[src/rtl/hrbi_pkg.sv]
`timescale 1ns / 1ps
// ----------------------------------------------------------------------------
// hrbi_pkg
// Shared types and constants for the beat interval heart rate block.
// ----------------------------------------------------------------------------
package hrbi_pkg;

    // Serial divider operand widths: 60000 needs 16 bits, 2000 ms needs 11.
    localparam int DIV_N_W = 16;
    localparam int DIV_D_W = 11;
    localparam int DIV_C_W = $clog2(DIV_N_W + 1);

    localparam int TIME_W  = 32;
    localparam int IR_W    = 18;
    localparam int TMO_W   = 16;
    localparam int RATE_W  = 8;

    localparam logic [TIME_W-1:0]  MIN_INTERVAL_MS = 32'd250;
    localparam logic [TIME_W-1:0]  MAX_INTERVAL_MS = 32'd2000;
    localparam logic [DIV_N_W-1:0] MS_PER_MINUTE   = 16'd60000;
    localparam logic [DIV_N_W-1:0] MIN_BPM         = 16'd20;
    localparam logic [DIV_N_W-1:0] MAX_BPM         = 16'd240;

    localparam logic [IR_W-1:0]  FINGER_THRESHOLD_RST = 18'd50000;
    localparam logic [TMO_W-1:0] LOST_TIMEOUT_RST     = 16'd3000;

    // Configuration register indexes.
    localparam logic CFG_FINGER_THRESHOLD = 1'b0;
    localparam logic CFG_LOST_TIMEOUT     = 1'b1;

    typedef struct packed {
        logic               start;
        logic [DIV_N_W-1:0] dividend;
        logic [DIV_D_W-1:0] divisor;
    } div_req_t;

    typedef struct packed {
        logic               done;
        logic [DIV_N_W-1:0] quotient;
    } div_rsp_t;

endpackage

[src/rtl/heart_rate_from_beat_intervals_top.sv]
`timescale 1ns / 1ps
// ----------------------------------------------------------------------------
// heart_rate_from_beat_intervals_top
// Averaged heart rate from beat-to-beat intervals with finger detection.
// ----------------------------------------------------------------------------
//  Channel      Direction  Contents
//  s_axis       in         tdata: time_ms, ir_sample; tuser: beat_seen
//  m_axis       out        tdata: heart_rate; tuser: finger_present
//  cfg          in         index 0 finger_threshold, index 1 lost_timeout_ms
//
//  A sample without a valid beat interval goes from ST_EVAL through ST_OUT
//  to the result. A sample that yields a new rate takes two 16-step passes
//  of the shared bit-serial divider (rate, then mean), with a sum over the
//  valid ring entries between them. One sample is in work at a time; the
//  next is taken while the previous result waits at m_axis.
//  Reset is asynchronous and clears control state and average, not the ring.
// ----------------------------------------------------------------------------
module heart_rate_from_beat_intervals_top
    import hrbi_pkg::*;
#(
    parameter int RING_DEPTH = 4
)
(
    input  logic        clk,
    input  logic        rst_n,
    input  logic        s_axis_tvalid,
    output logic        s_axis_tready,
    input  logic [55:0] s_axis_tdata,   // [31:0] time_ms, [49:32] ir_sample
    input  logic        s_axis_tuser,   // [0] beat_seen
    output logic        m_axis_tvalid,
    input  logic        m_axis_tready,
    output logic [7:0]  m_axis_tdata,   // [7:0] heart_rate
    output logic        m_axis_tuser,   // [0] finger_present
    input  logic        cfg_we,
    input  logic        cfg_index,
    input  logic [17:0] cfg_wdata
);

    localparam int IDX_W = (RING_DEPTH > 1) ? $clog2(RING_DEPTH) : 1;
    localparam int CNT_W = $clog2(RING_DEPTH + 1);
    localparam int SUM_W = RATE_W + CNT_W;

    localparam logic [2:0] ST_IDLE   = 3'd0;
    localparam logic [2:0] ST_EVAL   = 3'd1;
    localparam logic [2:0] ST_BPM    = 3'd2;
    localparam logic [2:0] ST_SUM    = 3'd3;
    localparam logic [2:0] ST_AVG_GO = 3'd4;
    localparam logic [2:0] ST_AVG    = 3'd5;
    localparam logic [2:0] ST_OUT    = 3'd6;

    logic [2:0]        state_reg;
    logic [IR_W-1:0]   threshold_reg;
    logic [TMO_W-1:0]  timeout_reg;

    logic [TIME_W-1:0] now_reg;
    logic [TIME_W-1:0] interval_reg;
    logic              finger_reg;
    logic              beat_reg;

    logic [TIME_W-1:0] last_beat_reg;
    logic              beat_valid_reg;
    logic [RATE_W-1:0] ring_reg [RING_DEPTH];
    logic [IDX_W-1:0]  ring_idx_reg;
    logic [CNT_W-1:0]  count_reg;
    logic [RATE_W-1:0] average_reg;
    logic [SUM_W-1:0]  sum_reg;
    logic [CNT_W-1:0]  sum_cnt_reg;

    logic              m_valid_reg;
    logic [RATE_W-1:0] m_rate_reg;
    logic              m_finger_reg;

    logic              lost;
    logic              in_range;
    logic              bpm_ok;
    logic              out_free;
    div_req_t          div_req;
    div_rsp_t          div_rsp;

    assign lost     = !beat_valid_reg || (interval_reg >= TIME_W'(timeout_reg));
    assign in_range = (interval_reg >= MIN_INTERVAL_MS) && (interval_reg <= MAX_INTERVAL_MS);
    assign bpm_ok   = (div_rsp.quotient >= MIN_BPM) && (div_rsp.quotient <= MAX_BPM);
    assign out_free = !m_valid_reg || m_axis_tready;

    assign s_axis_tready = (state_reg == ST_IDLE);

    // One divider serves the rate and, later, the mean over the ring.
    always_comb
    begin
        div_req.start    = ((state_reg == ST_EVAL) && finger_reg && beat_reg
                            && beat_valid_reg && in_range)
                           || (state_reg == ST_AVG_GO);
        div_req.dividend = (state_reg == ST_AVG_GO) ? DIV_N_W'(sum_reg) : MS_PER_MINUTE;
        div_req.divisor  = (state_reg == ST_AVG_GO) ? DIV_D_W'(count_reg)
                                                     : interval_reg[DIV_D_W-1:0];
    end

    hrbi_sdiv u_div
    (
        .clk   (clk),
        .rst_n (rst_n),
        .req   (div_req),
        .rsp   (div_rsp)
    );

    always_ff @(posedge clk or negedge rst_n)
    begin
        if (!rst_n)
        begin
            threshold_reg <= FINGER_THRESHOLD_RST;
            timeout_reg   <= LOST_TIMEOUT_RST;
        end
        else if (cfg_we)
        begin
            unique case (cfg_index)
                CFG_FINGER_THRESHOLD: threshold_reg <= cfg_wdata;
                CFG_LOST_TIMEOUT:     timeout_reg   <= cfg_wdata[TMO_W-1:0];
                default:              threshold_reg <= threshold_reg;
            endcase
        end
    end

    always_ff @(posedge clk or negedge rst_n)
    begin
        if (!rst_n)
        begin
            state_reg      <= ST_IDLE;
            last_beat_reg  <= '0;
            beat_valid_reg <= 1'b0;
            ring_idx_reg   <= '0;
            count_reg      <= '0;
            average_reg    <= '0;
            m_valid_reg    <= 1'b0;
        end
        else
        begin
            if ((state_reg == ST_OUT) && out_free)
            begin
                m_valid_reg <= 1'b1;
            end
            else if (m_axis_tready)
            begin
                m_valid_reg <= 1'b0;
            end
            unique case (state_reg)
                ST_IDLE:
                begin
                    if (s_axis_tvalid)
                    begin
                        state_reg <= ST_EVAL;
                    end
                end
                ST_EVAL:
                begin
                    state_reg <= ST_OUT;
                    if (!finger_reg)
                    begin
                        if (lost)
                        begin
                            average_reg  <= '0;
                            count_reg    <= '0;
                            ring_idx_reg <= '0;
                        end
                    end
                    else if (beat_reg)
                    begin
                        last_beat_reg  <= now_reg;
                        beat_valid_reg <= 1'b1;
                        if (beat_valid_reg && in_range)
                        begin
                            state_reg <= ST_BPM;
                        end
                    end
                end
                ST_BPM:
                begin
                    if (div_rsp.done)
                    begin
                        if (bpm_ok)
                        begin
                            ring_idx_reg <= (ring_idx_reg == IDX_W'(RING_DEPTH - 1))
                                            ? '0 : ring_idx_reg + 1'b1;
                            if (count_reg != CNT_W'(RING_DEPTH))
                            begin
                                count_reg <= count_reg + 1'b1;
                            end
                            state_reg <= ST_SUM;
                        end
                        else
                        begin
                            state_reg <= ST_OUT;
                        end
                    end
                end
                ST_SUM:
                begin
                    if (sum_cnt_reg + 1'b1 == count_reg)
                    begin
                        state_reg <= ST_AVG_GO;
                    end
                end
                ST_AVG_GO:
                begin
                    state_reg <= ST_AVG;
                end
                ST_AVG:
                begin
                    if (div_rsp.done)
                    begin
                        average_reg <= div_rsp.quotient[RATE_W-1:0];
                        state_reg   <= ST_OUT;
                    end
                end
                ST_OUT:
                begin
                    if (out_free)
                    begin
                        state_reg <= ST_IDLE;
                    end
                end
                default:
                begin
                    state_reg <= ST_IDLE;
                end
            endcase
        end
    end

    // Payload registers carry no reset.
    always_ff @(posedge clk)
    begin
        if ((state_reg == ST_IDLE) && s_axis_tvalid)
        begin
            now_reg      <= s_axis_tdata[TIME_W-1:0];
            interval_reg <= s_axis_tdata[TIME_W-1:0] - last_beat_reg;
            finger_reg   <= s_axis_tdata[TIME_W+IR_W-1:TIME_W] >= threshold_reg;
            beat_reg     <= s_axis_tuser;
        end
        if ((state_reg == ST_BPM) && div_rsp.done && bpm_ok)
        begin
            ring_reg[ring_idx_reg] <= div_rsp.quotient[RATE_W-1:0];
            sum_reg                <= '0;
            sum_cnt_reg            <= '0;
        end
        if (state_reg == ST_SUM)
        begin
            sum_reg     <= sum_reg + SUM_W'(ring_reg[sum_cnt_reg[IDX_W-1:0]]);
            sum_cnt_reg <= sum_cnt_reg + 1'b1;
        end
        if ((state_reg == ST_OUT) && out_free)
        begin
            m_rate_reg   <= average_reg;
            m_finger_reg <= finger_reg;
        end
    end

    assign m_axis_tvalid = m_valid_reg;
    assign m_axis_tdata  = m_rate_reg;
    assign m_axis_tuser  = m_finger_reg;

    a_rate_bound: assert property (@(posedge clk) disable iff (!rst_n)
        m_axis_tvalid |-> (m_axis_tdata <= MAX_BPM[RATE_W-1:0]))
        else $error("heart rate above the upper bpm limit");

    a_count_bound: assert property (@(posedge clk) disable iff (!rst_n)
        count_reg <= CNT_W'(RING_DEPTH))
        else $error("valid entry count exceeds ring depth");

    a_bpm_range: assert property (@(posedge clk) disable iff (!rst_n)
        ((state_reg == ST_BPM) && div_rsp.done) |-> bpm_ok)
        else $error("rate from an accepted interval out of bpm range");

    a_sum_nonempty: assert property (@(posedge clk) disable iff (!rst_n)
        (state_reg == ST_SUM) |-> (count_reg != '0))
        else $error("ring summed with no valid entries");

endmodule

[src/rtl/hrbi_sdiv.sv]
`timescale 1ns / 1ps
// ----------------------------------------------------------------------------
// hrbi_sdiv
// Restoring divider that retires one quotient bit per cycle.
// ----------------------------------------------------------------------------
module hrbi_sdiv
    import hrbi_pkg::*;
(
    input  logic     clk,
    input  logic     rst_n,
    input  div_req_t req,
    output div_rsp_t rsp
);

    logic [DIV_N_W-1:0] num_reg;
    logic [DIV_D_W-1:0] den_reg;
    logic [DIV_D_W-1:0] rem_reg;
    logic [DIV_C_W-1:0] cnt_reg;
    logic               done_reg;

    logic [DIV_D_W:0]   trial;
    logic [DIV_D_W:0]   diff;
    logic               fits;

    // The dividend shifts out at the top while quotient bits shift in below.
    assign trial = {rem_reg, num_reg[DIV_N_W-1]};
    assign diff  = trial - {1'b0, den_reg};
    assign fits  = trial >= {1'b0, den_reg};

    always_ff @(posedge clk or negedge rst_n)
    begin
        if (!rst_n)
        begin
            cnt_reg  <= '0;
            done_reg <= 1'b0;
        end
        else
        begin
            done_reg <= 1'b0;
            if (req.start)
            begin
                cnt_reg <= DIV_C_W'(DIV_N_W);
            end
            else if (cnt_reg != '0)
            begin
                cnt_reg  <= cnt_reg - 1'b1;
                done_reg <= (cnt_reg == DIV_C_W'(1));
            end
        end
    end

    always_ff @(posedge clk)
    begin
        if (req.start)
        begin
            num_reg <= req.dividend;
            den_reg <= req.divisor;
            rem_reg <= '0;
        end
        else if (cnt_reg != '0)
        begin
            num_reg <= {num_reg[DIV_N_W-2:0], fits};
            rem_reg <= fits ? diff[DIV_D_W-1:0] : trial[DIV_D_W-1:0];
        end
    end

    assign rsp.done     = done_reg;
    assign rsp.quotient = num_reg;

endmodule
[config.mk]
export PLATFORM = sky130hd
export DESIGN_NAME = heart_rate_from_beat_intervals_top
export DESIGN_NICKNAME = d
export VERILOG_FILES = /design/src/rtl/hrbi_pkg.sv /design/src/rtl/heart_rate_from_beat_intervals_top.sv /design/src/rtl/hrbi_sdiv.sv
export SDC_FILE = /design/constraint.sdc
export NUM_CORES = 1
export LEC_CHECK = 0
export ABC_AREA = 1
export BUFFER_PORTS_ARGS = -buffer_cell sky130_fd_sc_hd__buf_4
export CAP_MARGIN = 5
export CORE_MARGIN = 10
export CORE_UTILIZATION = 25
export DETAILED_ROUTE_END_ITERATION = 12
export PLACE_DENSITY_LB_ADDON = 0.12
export SLEW_MARGIN = 0
export SYNTH_ARGS = -nofsm -noshare
export SYNTH_HDL_FRONTEND = slang
export SYNTH_HIERARCHICAL = 1
export SYNTH_SLANG_ARGS = --single-unit
[constraint.sdc]
create_clock -name clk -period 4.7 [get_ports clk]
set_clock_uncertainty 0.1 [all_clocks]
set_input_delay 0.94 -clock clk [delete_from_list [all_inputs] [get_ports clk]]
set_output_delay 0.94 -clock clk [all_outputs]
set_load 0.05 [all_outputs]
==> flow_summary.yaml, run 1 <==
floorplan:
  die_y_um: 258
  core-area_um2: 56300
  dieArea_um2: 66700
  start_util_pct: 25.2
  rows: 87
  io_pins: 92
  die_w_um: 258
sta:
  fmax_mhz: 317
  setup_tns_ns: 0
  finalWorstSetupSlack_ns: 1.55
  drv_slew: 0
  finalSetupViolCount: 0
  finalCriticalPeriod_ns: 3.15
  max-slew-margin-rel_pct: 31.0
  worst_pin_slew_ns: 1.03
  grt_setup_unrepaired: "no"
  finalCritPeriodShare_pct: 67.1
  hold_violations: 0
outcome:
  status: "finished, final reports clean"
clock_tree:
  postCtsSetupRepairBufs: 0
  clock-sinks: 251
  clock_latency_ns: 0.60
  ctsLongestPathBuffers: 3
  clk_pin_slew_worst_paths_ns: 0.06
  numCtsBuffers: 31
  cts_hold_buffers: 0
  clock_tree.root_cell: "clkbuf_16"
  cts_tree: "yes"
  htreeDepth: 1
  ctsResizeCount: 0
synthesis:
  ys_seq_elements: 251
  yosysSeqAreaShare_pct: 49.1
  synth-main-ff-cell: "edfxtp_1"
  synth_cells: 1634
  syn-mean-instance-area_um2: 8.68
  synth_cell_types: 61
  yosys_warnings: 6
  netlist_area_um2: 14200
  synth_edf_count: 148
  synth-async-reset-ratio_pct: 35.9
  synth_nets: 1812
grt:
  overflow: 0
  grt_pass1_vias: 11041
  antenna_found_initial: 0
  grt_pass1_wl_mm: 59.2
  grt_use_total_pct: 10.9
  grt_start_max_net_pins: 64
layout:
  num-fill-cells: 6059
  design_area_um2: 16600
  fin_util_pct: 29.5
  area_growth_pct: 17.2
  finalNetCount: 1908
  num_antenna_cells: 0
  drive_gt1_share_pct: 13.6
placement:
  postPlaceCellArea_um2: 15600
  detailedPlace.worstSlack_ns: 1.55
  io_buffers: 85
  hpwl_mm: 27.9
  gp_congestion: 0.801
worst_setup_path:
  worstPathArrival_ns: 3.40
  max_stage_delay_ns: 0.49
  crit_type: "reg2reg"
  cp_max_fo: 17
  critPathRequiredTime_ns: 4.95
  path_delay_family: "buffers and inverters"
  cp_slowest_cell: "dfxtp_1"
  critPathLaunchType: "flip-flop"
  cp_cell_sequence: "inv_1, o21ai_0, o22ai_1, ha_1, inv_1, fa_1, inv_1, nand3_1, nand2_1, nand4_1, o211ai_1, nand3_1, nand2_1, nor2_1"
  crit_top_cell: "inv_1"
  path_buf_inv: 3
  cp-end-kind: "flip-flop"
job:
  drv_cap: 0
detailed_routing:
  drc: 0
  first_pass_iters: 5
  drt-initial-drc-count: 512
  vias_per_cell: 4.23
  wl_mm: 36.7
  ant_nets: 0
  wl_per_cell_um: 14.6
  vias: 10613
power:
  p_total_mw: 10.4
  ir_drop_mv: 0.291
  p_per_area_nw_per_um2: 623
  p_leak_nw: 7.60
hold_path:
  hold_class: "in2async"
cells in the final DEF (no fill, tap or decap), drive strengths merged, types with 4 or more instances in the layout:
master / count
inv: 261
dfxtp: 13
o21ai: 83
nor3: 12
nand4: 38
ha: 94
o21a: 4
nor4: 5
or2: 6
a21o: 6
clkinv: 4
a21boi: 6
nand2: 406
edfxtp: 148
a211oi: 4
a21oi: 99
clkbuf: 51
xnor2: 7
o22ai: 8
and2: 4
o21bai: 7
nor2: 202
xor2: 16
dfstp: 13
buf: 92
nand3: 70
dfrtp: 77
worst paths after layout:
| check | from | end | slack (ns) | depth (start not counted) |
|---|---|---|---|---|
| min in group clk | average_reg[0]$_DFFE_PN0P_ | m_axis_tdata[0]$_DFFE_PP_ | 0.35 | 0 |
| max in group asynchronous | rst_n | timeout_reg[5]$_DFFE_PN1P_ | 3.54 | 2 |
| worst min-delay path | rst_n | last_beat_reg[20]$_DFFE_PN0P_ | 0.12 | 1 |
| worst min register to register | average_reg[0]$_DFFE_PN0P_ | m_axis_tdata[0]$_DFFE_PP_ | 0.35 | 0 |
| worst max register to register | flip-flop | sum_reg[10]$_SDFFCE_PN0N_ | 1.55 | 14 |
| worst max-delay path | flip-flop | sum_reg[10]$_SDFFCE_PN0N_ | 1.55 | 14 |
report_power, final:
| part | internal, mW | switching (mW) | total, mW |
|---|---|---|---|
| Clock | 1.38 | 0.961 | 2.34 |
| Sequential | 3.17 | 0.401 | 3.57 |
| Combinational | 1.55 | 2.90 | 4.44 |
per-stage QoR:
stage,hold slack [ns],std cells
after floorplan,0.325,1634
after global placement,0.341,2453
after detailed placement,0.339,2453
after CTS,0.0945,2511
after global routing,0.112,2511
final,0.124,2511
cells in the mapped netlist, types with 17 or more instances:
cell type / number / share of area [%]
nor2_1: 194 / 5.1
nand4_1: 37 / 1.6
o21ai_0: 74 / 2.6
dfrtp_1: 77 / 14
ha_1: 94 / 8.3
edfxtp_1: 148 / 31
a21oi_2: 31 / 1.9
inv_1: 250 / 6.6
nand3_1: 64 / 2.3
a21oi_1: 68 / 2.4
nand2_2: 17 / 0.75
nand2_1: 387 / 10
cell type report:
cell class                      count  area (µm²)  area share (%)
Sequential cell                   251        6970            41.9
Multi-Input combinational cell   1094        6040            36.3
Inverter                          260         978            5.89
Tap cell                          756         946            5.69
Clock buffer                       51         911            5.48
Timing Repair Buffer               92         691            4.16
Clock inverter                      7        82.6           0.497
cell families (layout without fill, tap and decap cells):
group | after synthesis | count (layout) | synth area share (%)
mux | 2 | 2 | 0.159
flops | 251 | 251 | 49.1
other cells | 1 | 1 | 0.0264
compound gates | 226 | 226 | 9.64
xor+xnor | 23 | 23 | 1.42
simple gates | 745 | 745 | 22.5
buf+inv | 289 | 410 | 8.36
fa+ha+maj | 97 | 97 | 8.71
routing by layer:
| layer | share of wire (%) | vias to the layer above | track usage, % |
|---|---|---|---|
| met2 | 49 | 120 | 19.4 |
| met1 | 46 | 4921 | 13.6 |
| li1 | - | 5535 | - |
| met3 | 3.2 | 37 | 1.57 |
| met4 | 1.7 | 0 | 2.70 |
| met5 | 0 | - | 0 |
worst register-to-register path: stages, from the launching register on:
cell and delay (ns):
dfxtp_1 0.49, inv_1 0.50, o21ai_0 0.16, o22ai_1 0.15, ha_1 0.20, inv_1 0.06, fa_1 0.41, inv_1 0.08
nand3_1 0.06, nand2_1 0.16, nand4_1 0.11, o211ai_1 0.19, nand3_1 0.12, nand2_1 0.08, nor2_1 0.04
(Power assumes the default switching activity.)
==> run 2, diff against run 1 <==
- ABC_AREA: 1 -> 0
- clock period: 4.7 -> 2.6 ns (I/O delays scaled with it)
==> run 2 against run 1 <==
  * The flow now finishes with violations (setup timing)
  * Wire length down 4.3%
  * Count of clock-buffer cells in the layout shrank 4
  * Sequential cell count stayed put
  * Critical endpoint is now u_div/rem_reg[9]$_SDFFE_PP0P_
  * Highest routed layer unchanged
==> flow_summary.yaml, run 2 <==
synthesis:
  synth_cell_types: 85
  synth-async-reset-ratio_pct: 35.9
  ys_seq_elements: 251
  synthSimpleGateAreaFrac_pct: 12.4
  syn-mean-instance-area_um2: 11.2
  muxShareOfSynthArea_pct: 4.47
  synth_top_area_cell: "edfxtp_1"
  synth_nets: 1367
  synth_cells: 1189
  yosys_warnings: 6
  synth-xor-area-share_pct: 2.83
  synth_top_family_by_area: "compound AO/OA/AOI/OAI gates"
  yosys-top-cells-count: "edfxtp_1 (148), inv_1 (106), nand2_1 (97)"
  yosysSeqAreaShare_pct: 52.4
  synth-compound-area-share_pct: 14.4
  synth.top_cell.area_share_pct: 33.4
  synth-main-ff-cell: "edfxtp_1"
  synth_area_leaders: "edfxtp_1 (33%), dfrtp_1 (14%), ha_1 (8.8%), o21ai_0 (3.1%), mux2_2 (3.0%)"
  synth_fa_ha_area_share_pct: 9.29
  synth_edf_count: 148
  yosysMostFrequentCell: "edfxtp_1"
  netlist_area_um2: 13300
detailed_routing:
  vias: 9607
  wl_per_cell_um: 16.4
  drc: 0
  ant_nets: 0
  drt-initial-drc-count: 364
  vias_per_cell: 4.50
  wl_mm: 35.1
  first_pass_iters: 4
sta:
  finalSetupViolCount: 70
  finalWorstSetupSlack_ns: -0.274
  fin_hold_ws_ns: 0.0714
  grt_setup_unrepaired: "yes"
  max-slew-margin-rel_pct: 20.2
  drv_slew: 0
  fmax_mhz: 348
  worst_pin_slew_ns: 1.18
  finalCriticalPeriod_ns: 2.87
  setup_tns_ns: -12.15
  finalCritPeriodShare_pct: 111
  hold_violations: 0
layout:
  num-fill-cells: 5350
  fin_cells: 2135
  drive_gt1_share_pct: 28.7
  area_growth_pct: 29.9
  multi_input_area_um2: 6140
  layout_common_cells: "buf_4 (219), edfxtp_1 (148), inv_1 (101), nand2_1 (97), ha_1 (83)"
  layout_commonest_cell: "buf_4"
  num_antenna_cells: 0
  finalNetCount: 1599
  ff_latch_area_um2: 6980
clock_tree:
  clock_tree.root_cell: "clkbuf_16"
  ctsLongestPathBuffers: 3
  clock-sinks: 251
  htreeDepth: 2
  clock_latency_ns: 0.55
  cts_tree: "yes"
  clk_pin_slew_worst_paths_ns: 0.06
  numCtsBuffers: 34
hold_path:
  hold_class: "in2reg"
outcome:
  failed_checks: "setup timing"
  status: "complete, but fails checks"
worst_setup_path:
  cp_slowest_cell: "or4b_4"
  worstPathArrival_ns: 3.18
  cp_cell_sequence: "or4b_4, nor3_2, o41ai_1, or4_1, nor3_2, a21oi_2, nor2_4, buf_12, buf_12, nor3b_1, a32oi_1, o21ai_1"
  cp-end-kind: "flip-flop"
  max_stage_delay_ns: 0.55
  critPathRequiredTime_ns: 2.90
  cp_max_fo: 23
  crit_type: "reg2reg"
  critPathLaunchType: "flip-flop"
grt:
  grt_pass1_wl_mm: 56.3
  grt_start_max_net_pins: 67
  antenna_found_initial: 0
  overflow: 0
  grt_pass1_vias: 10026
  grt_use_total_pct: 11.1
placement:
  dp.cells: 2067
  io_buffers: 85
  hpwl_mm: 26.0
  gp_congestion: 0.763
floorplan:
  die_w_um: 251
  core-area_um2: 52700
  start_util_pct: 25.3
  dieArea_um2: 62900
  rows: 84
  io_pins: 92
  die_y_um: 251
power:
  p_leak_nw: 6.70
  p_per_area_nw_per_um2: 558
  ir_drop_mv: 0.437
job:
  drv_cap: 0
## run 2: cell types whose count changed in the layout (fill, tap and decap cells not counted), moves of 22 or more
cell	before	now
inv_1	250	101
mux2_2	0	34
a21oi_1	68	39
nand3_1	64	17
nand4_1	37	15
buf_4	92	219
nor2_1	193	56
nand2_1	387	97
## run 2: per-stage QoR
stage | instance area, µm² | setup WS, ns | util, % | power [mW]
detailed placement | 15900 | -0.318 | 30.2 | 5.20
floorplan | 13400 | -0.304 | - | 4.84
finish | 17300 | -0.274 | 32.8 | 9.65
global placement | 15900 | -0.304 | 30.2 | 5.19
CTS | 17100 | -0.280 | 32.4 | 9.83
global route | 17300 | -0.434 | 32.8 | 10.1
## run 2: cells by family after synthesis
logic type	after synthesis
AOI/OAI and AO/OA	288
xor gates and xnor gates	43
adders and majority gates	97
buffers and inverters	141
DFF	251
muxes	45
other	1
and+or+nand+nor	323
## run 2: where the power goes
part | leakage [nW] | switching [mW] | internal (mW)
Combinational | 3.80 | 0.395 | 0.398
Sequential | 2.39 | 0.0272 | 4.31
Clock | 0.515 | 1.83 | 2.69
## run 2: what timing repair did
item,CTS,global route
setup endpoints to repair,77,88
cloned,1,0
hold buffers,1,0
setup buffers,2,3
gates resized for setup,20,30
pin swaps,10,21
endpoints found under the hold margin,33,0
## run 2: area by class of cell
class | count | share of cell area (%)
multi-input combinational | 798 | 35.5
timing repair buffer | 230 | 10.7
sequential | 251 | 40.4
clock inverter | 15 | 0.861
inverter | 106 | 2.30
tap | 688 | 4.98
clock buffer | 47 | 5.32
## run 2: per-layer routing
metal	up-vias	track usage (%)	part of all wire [%]
met5	-	0	0
li1	4817	-	-
met3	48	2.25	3.9
met1	4618	14.1	45
met2	124	18.7	49
met4	0	3.01	1.8
## run 2: path summary, 6_finish.rpt
kind                                      startpoint                            end  slack, ns  cells after the start
setup / recovery           interval_reg[1]$_DFFE_PP_  u_div/rem_reg[9]$_SDFFE_PP0P_      -0.27                     12
hold / removal                          s_axis_tuser             beat_reg$_DFFE_PP_       0.07                      1
setup reg to reg           interval_reg[1]$_DFFE_PP_  u_div/rem_reg[9]$_SDFFE_PP0P_      -0.27                     12
hold reg to reg                now_reg[30]$_DFFE_PP_  last_beat_reg[30]$_DFFE_PN0P_       0.35                      2
max in group asynchronous                      rst_n     timeout_reg[7]$_DFFE_PN1P_       1.19                      3
min in group asynchronous                      rst_n  last_beat_reg[26]$_DFFE_PN0P_       0.45                      2
## run 2: critical path: cells and delay by family, from the launching register on
| kind | cells | cell delay [ns] |
|---|---|---|
| AO/OA/AOI/OAI | 4 | 0.43 |
| flip-flops | 1 | 0.39 |
| buffers and inverters | 2 | 0.32 |
| AND/OR/NAND/NOR | 6 | 1.50 |
==> run 3, diff against run 2 <==
- CTS_BUF_LIST: default -> sky130_fd_sc_hd__clkbuf_4 sky130_fd_sc_hd__clkbuf_8 sky130_fd_sc_hd__clkbuf_16
- CTS_CLUSTER_SIZE: default -> 12
==> run 3 against run 2 <==
  * The run still ends with setup timing left
  * Global-route usage hardly changed
  * Highest routed layer unchanged
  * Register-to-register slack got worse by 0.05 ns
  * Sequential cell count stayed put
  * Hold slack is essentially flat
==> flow_summary.yaml, run 3 (same netlist as run 2, synthesis figures left out) <==
floorplan:
  io_pins: 92
  core-area_um2: 52700
  die_y_um: 251
  start_util_pct: 25.3
  dieArea_um2: 62900
  die_w_um: 251
  rows: 84
hold_path:
  hold_class: "in2reg"
  min-delay-start: "s_axis_tuser"
grt:
  antenna_found_initial: 0
  grt_use_total_pct: 11.1
  grt_pass1_wl_mm: 56.3
  overflow: 0
  grt_pass1_vias: 10047
  grt_start_max_net_pins: 67
clock_tree:
  clk_pin_slew_worst_paths_ns: 0.06
  cts_tree: "yes"
  htreeDepth: 2
  ctsLongestPathBuffers: 3
  clock_tree.root_cell: "clkbuf_16"
  numCtsBuffers: 34
  clock_latency_ns: 0.55
  clock-sinks: 251
sta:
  finalSetupViolCount: 61
  max-slew-margin-rel_pct: 46.0
  finalCritPeriodShare_pct: 113
  finalCriticalPeriod_ns: 2.93
  finalWorstSetupSlack_ns: -0.325
  grt_setup_unrepaired: "yes"
  hold_violations: 0
  fin_hold_ws_ns: 0.0715
  worst_pin_slew_ns: 0.808
  drv_slew: 0
  fmax_mhz: 342
layout:
  ff_latch_area_um2: 6980
  fin_util_pct: 33.3
  design_area_um2: 17500
  multi_input_area_um2: 6220
  layout_commonest_cell: "buf_4"
  layout_common_cells: "buf_4 (217), edfxtp_1 (148), inv_1 (101), nand2_1 (97), ha_1 (83)"
  num-fill-cells: 5337
  area_growth_pct: 31.5
  drive_gt1_share_pct: 30.3
  finalNetCount: 1604
  num_antenna_cells: 0
detailed_routing:
  wl_mm: 35.4
  first_pass_iters: 4
  ant_nets: 0
  wl_per_cell_um: 16.5
  drt-initial-drc-count: 401
  vias: 9611
  vias_per_cell: 4.49
  drc: 0
worst_setup_path:
  critPathRequiredTime_ns: 2.80
  cp_cell_sequence: "or4b_4, nor3_4, o41ai_2, or4_4, nor3_4, a21oi_2, nor2_4, buf_12, clkbuf_16, mux2_2"
  max_stage_delay_ns: 0.56
  setup.worst_path.start: "interval_reg[1]$_DFFE_PP_"
  path_delay_family: "simple AND/OR/NAND/NOR gates"
  cp_max_fo: 6
  cp_slowest_cell: "or4b_4"
  cp-end-kind: "flip-flop"
  crit_top_cell: "nor3_4"
  worstPathArrival_ns: 3.13
  crit_type: "reg2reg"
  path_buf_inv: 2
  critPathLaunchType: "flip-flop"
  r2r-start: "interval_reg[1]$_DFFE_PP_"
placement:
  detailedPlace.worstSlack_ns: -0.318
  io_buffers: 85
  gp_congestion: 0.763
  hpwl_mm: 26.0
  postPlaceCellArea_um2: 15900
outcome:
  status: "complete, but fails checks"
  failed_checks: "setup timing"
power:
  ir_drop_mv: 0.470
  p_leak_nw: 6.81
  p_per_area_nw_per_um2: 557
job:
  drv_cap: 0
[run 3: path summary, 6_finish.rpt]
| kind | endpoint | slack [ns] | cells after the start |
|---|---|---|---|
| setup / recovery | u_div/num_reg[1]$_DFFE_PP_ | -0.33 | 10 |
| hold / removal | beat_reg$_DFFE_PP_ | 0.07 | 1 |
| setup reg to reg | u_div/num_reg[1]$_DFFE_PP_ | -0.33 | 10 |
| hold reg to reg | last_beat_reg[30]$_DFFE_PN0P_ | 0.35 | 2 |
| max in group asynchronous | timeout_reg[7]$_DFFE_PN1P_ | 1.19 | 3 |
| min in group asynchronous | last_beat_reg[26]$_DFFE_PN0P_ | 0.46 | 2 |
[run 3: where the power goes]
| part | switching [mW] | internal (mW) | total [mW] |
|---|---|---|---|
| logic | 0.395 | 0.398 | 0.793 |
| registers | 0.0271 | 4.31 | 4.33 |
| clock network | 1.82 | 2.81 | 4.63 |
| total | 2.25 | 7.51 | 9.76 |
[run 3: stage by stage]
step | std cells | setup TNS [ns] | power [mW]
finish | 2140 | -12.19 | 9.76
global route | 2140 | -18.05 | 10.2
CTS | 2132 | -12.90 | 9.95
detailed placement | 2067 | -20.40 | 5.20
global placement | 2067 | -20.38 | 5.19
floorplan | 1189 | -10.76 | 4.84
[run 3: final cells by class]
class	count	share of cell area, %
Clock buffer	47	5.49
Clock inverter	15	0.850
Inverter	106	2.27
Multi-Input combinational cell	798	35.5
Sequential cell	251	39.8
Tap cell	688	4.92
Timing Repair Buffer	235	11.1
[run 3: timing repair]
action,CTS,global route
cloned,1,2
setup buffers,2,6
resized for setup,17,54
hold buffers,1,0
setup endpoints to repair,76,88
hold endpoints to repair,33,0
pin swaps,10,23
[run 3: per-layer routing]
layer  global-route usage, %  vias to the layer above  share of wire, %
met1                    14.0                     4626                46
met4                    3.01                        0               1.9
met2                    18.7                      101                49
met5                       0                        -                 0
li1                        -                     4833                 -
met3                    2.25                       51               3.4
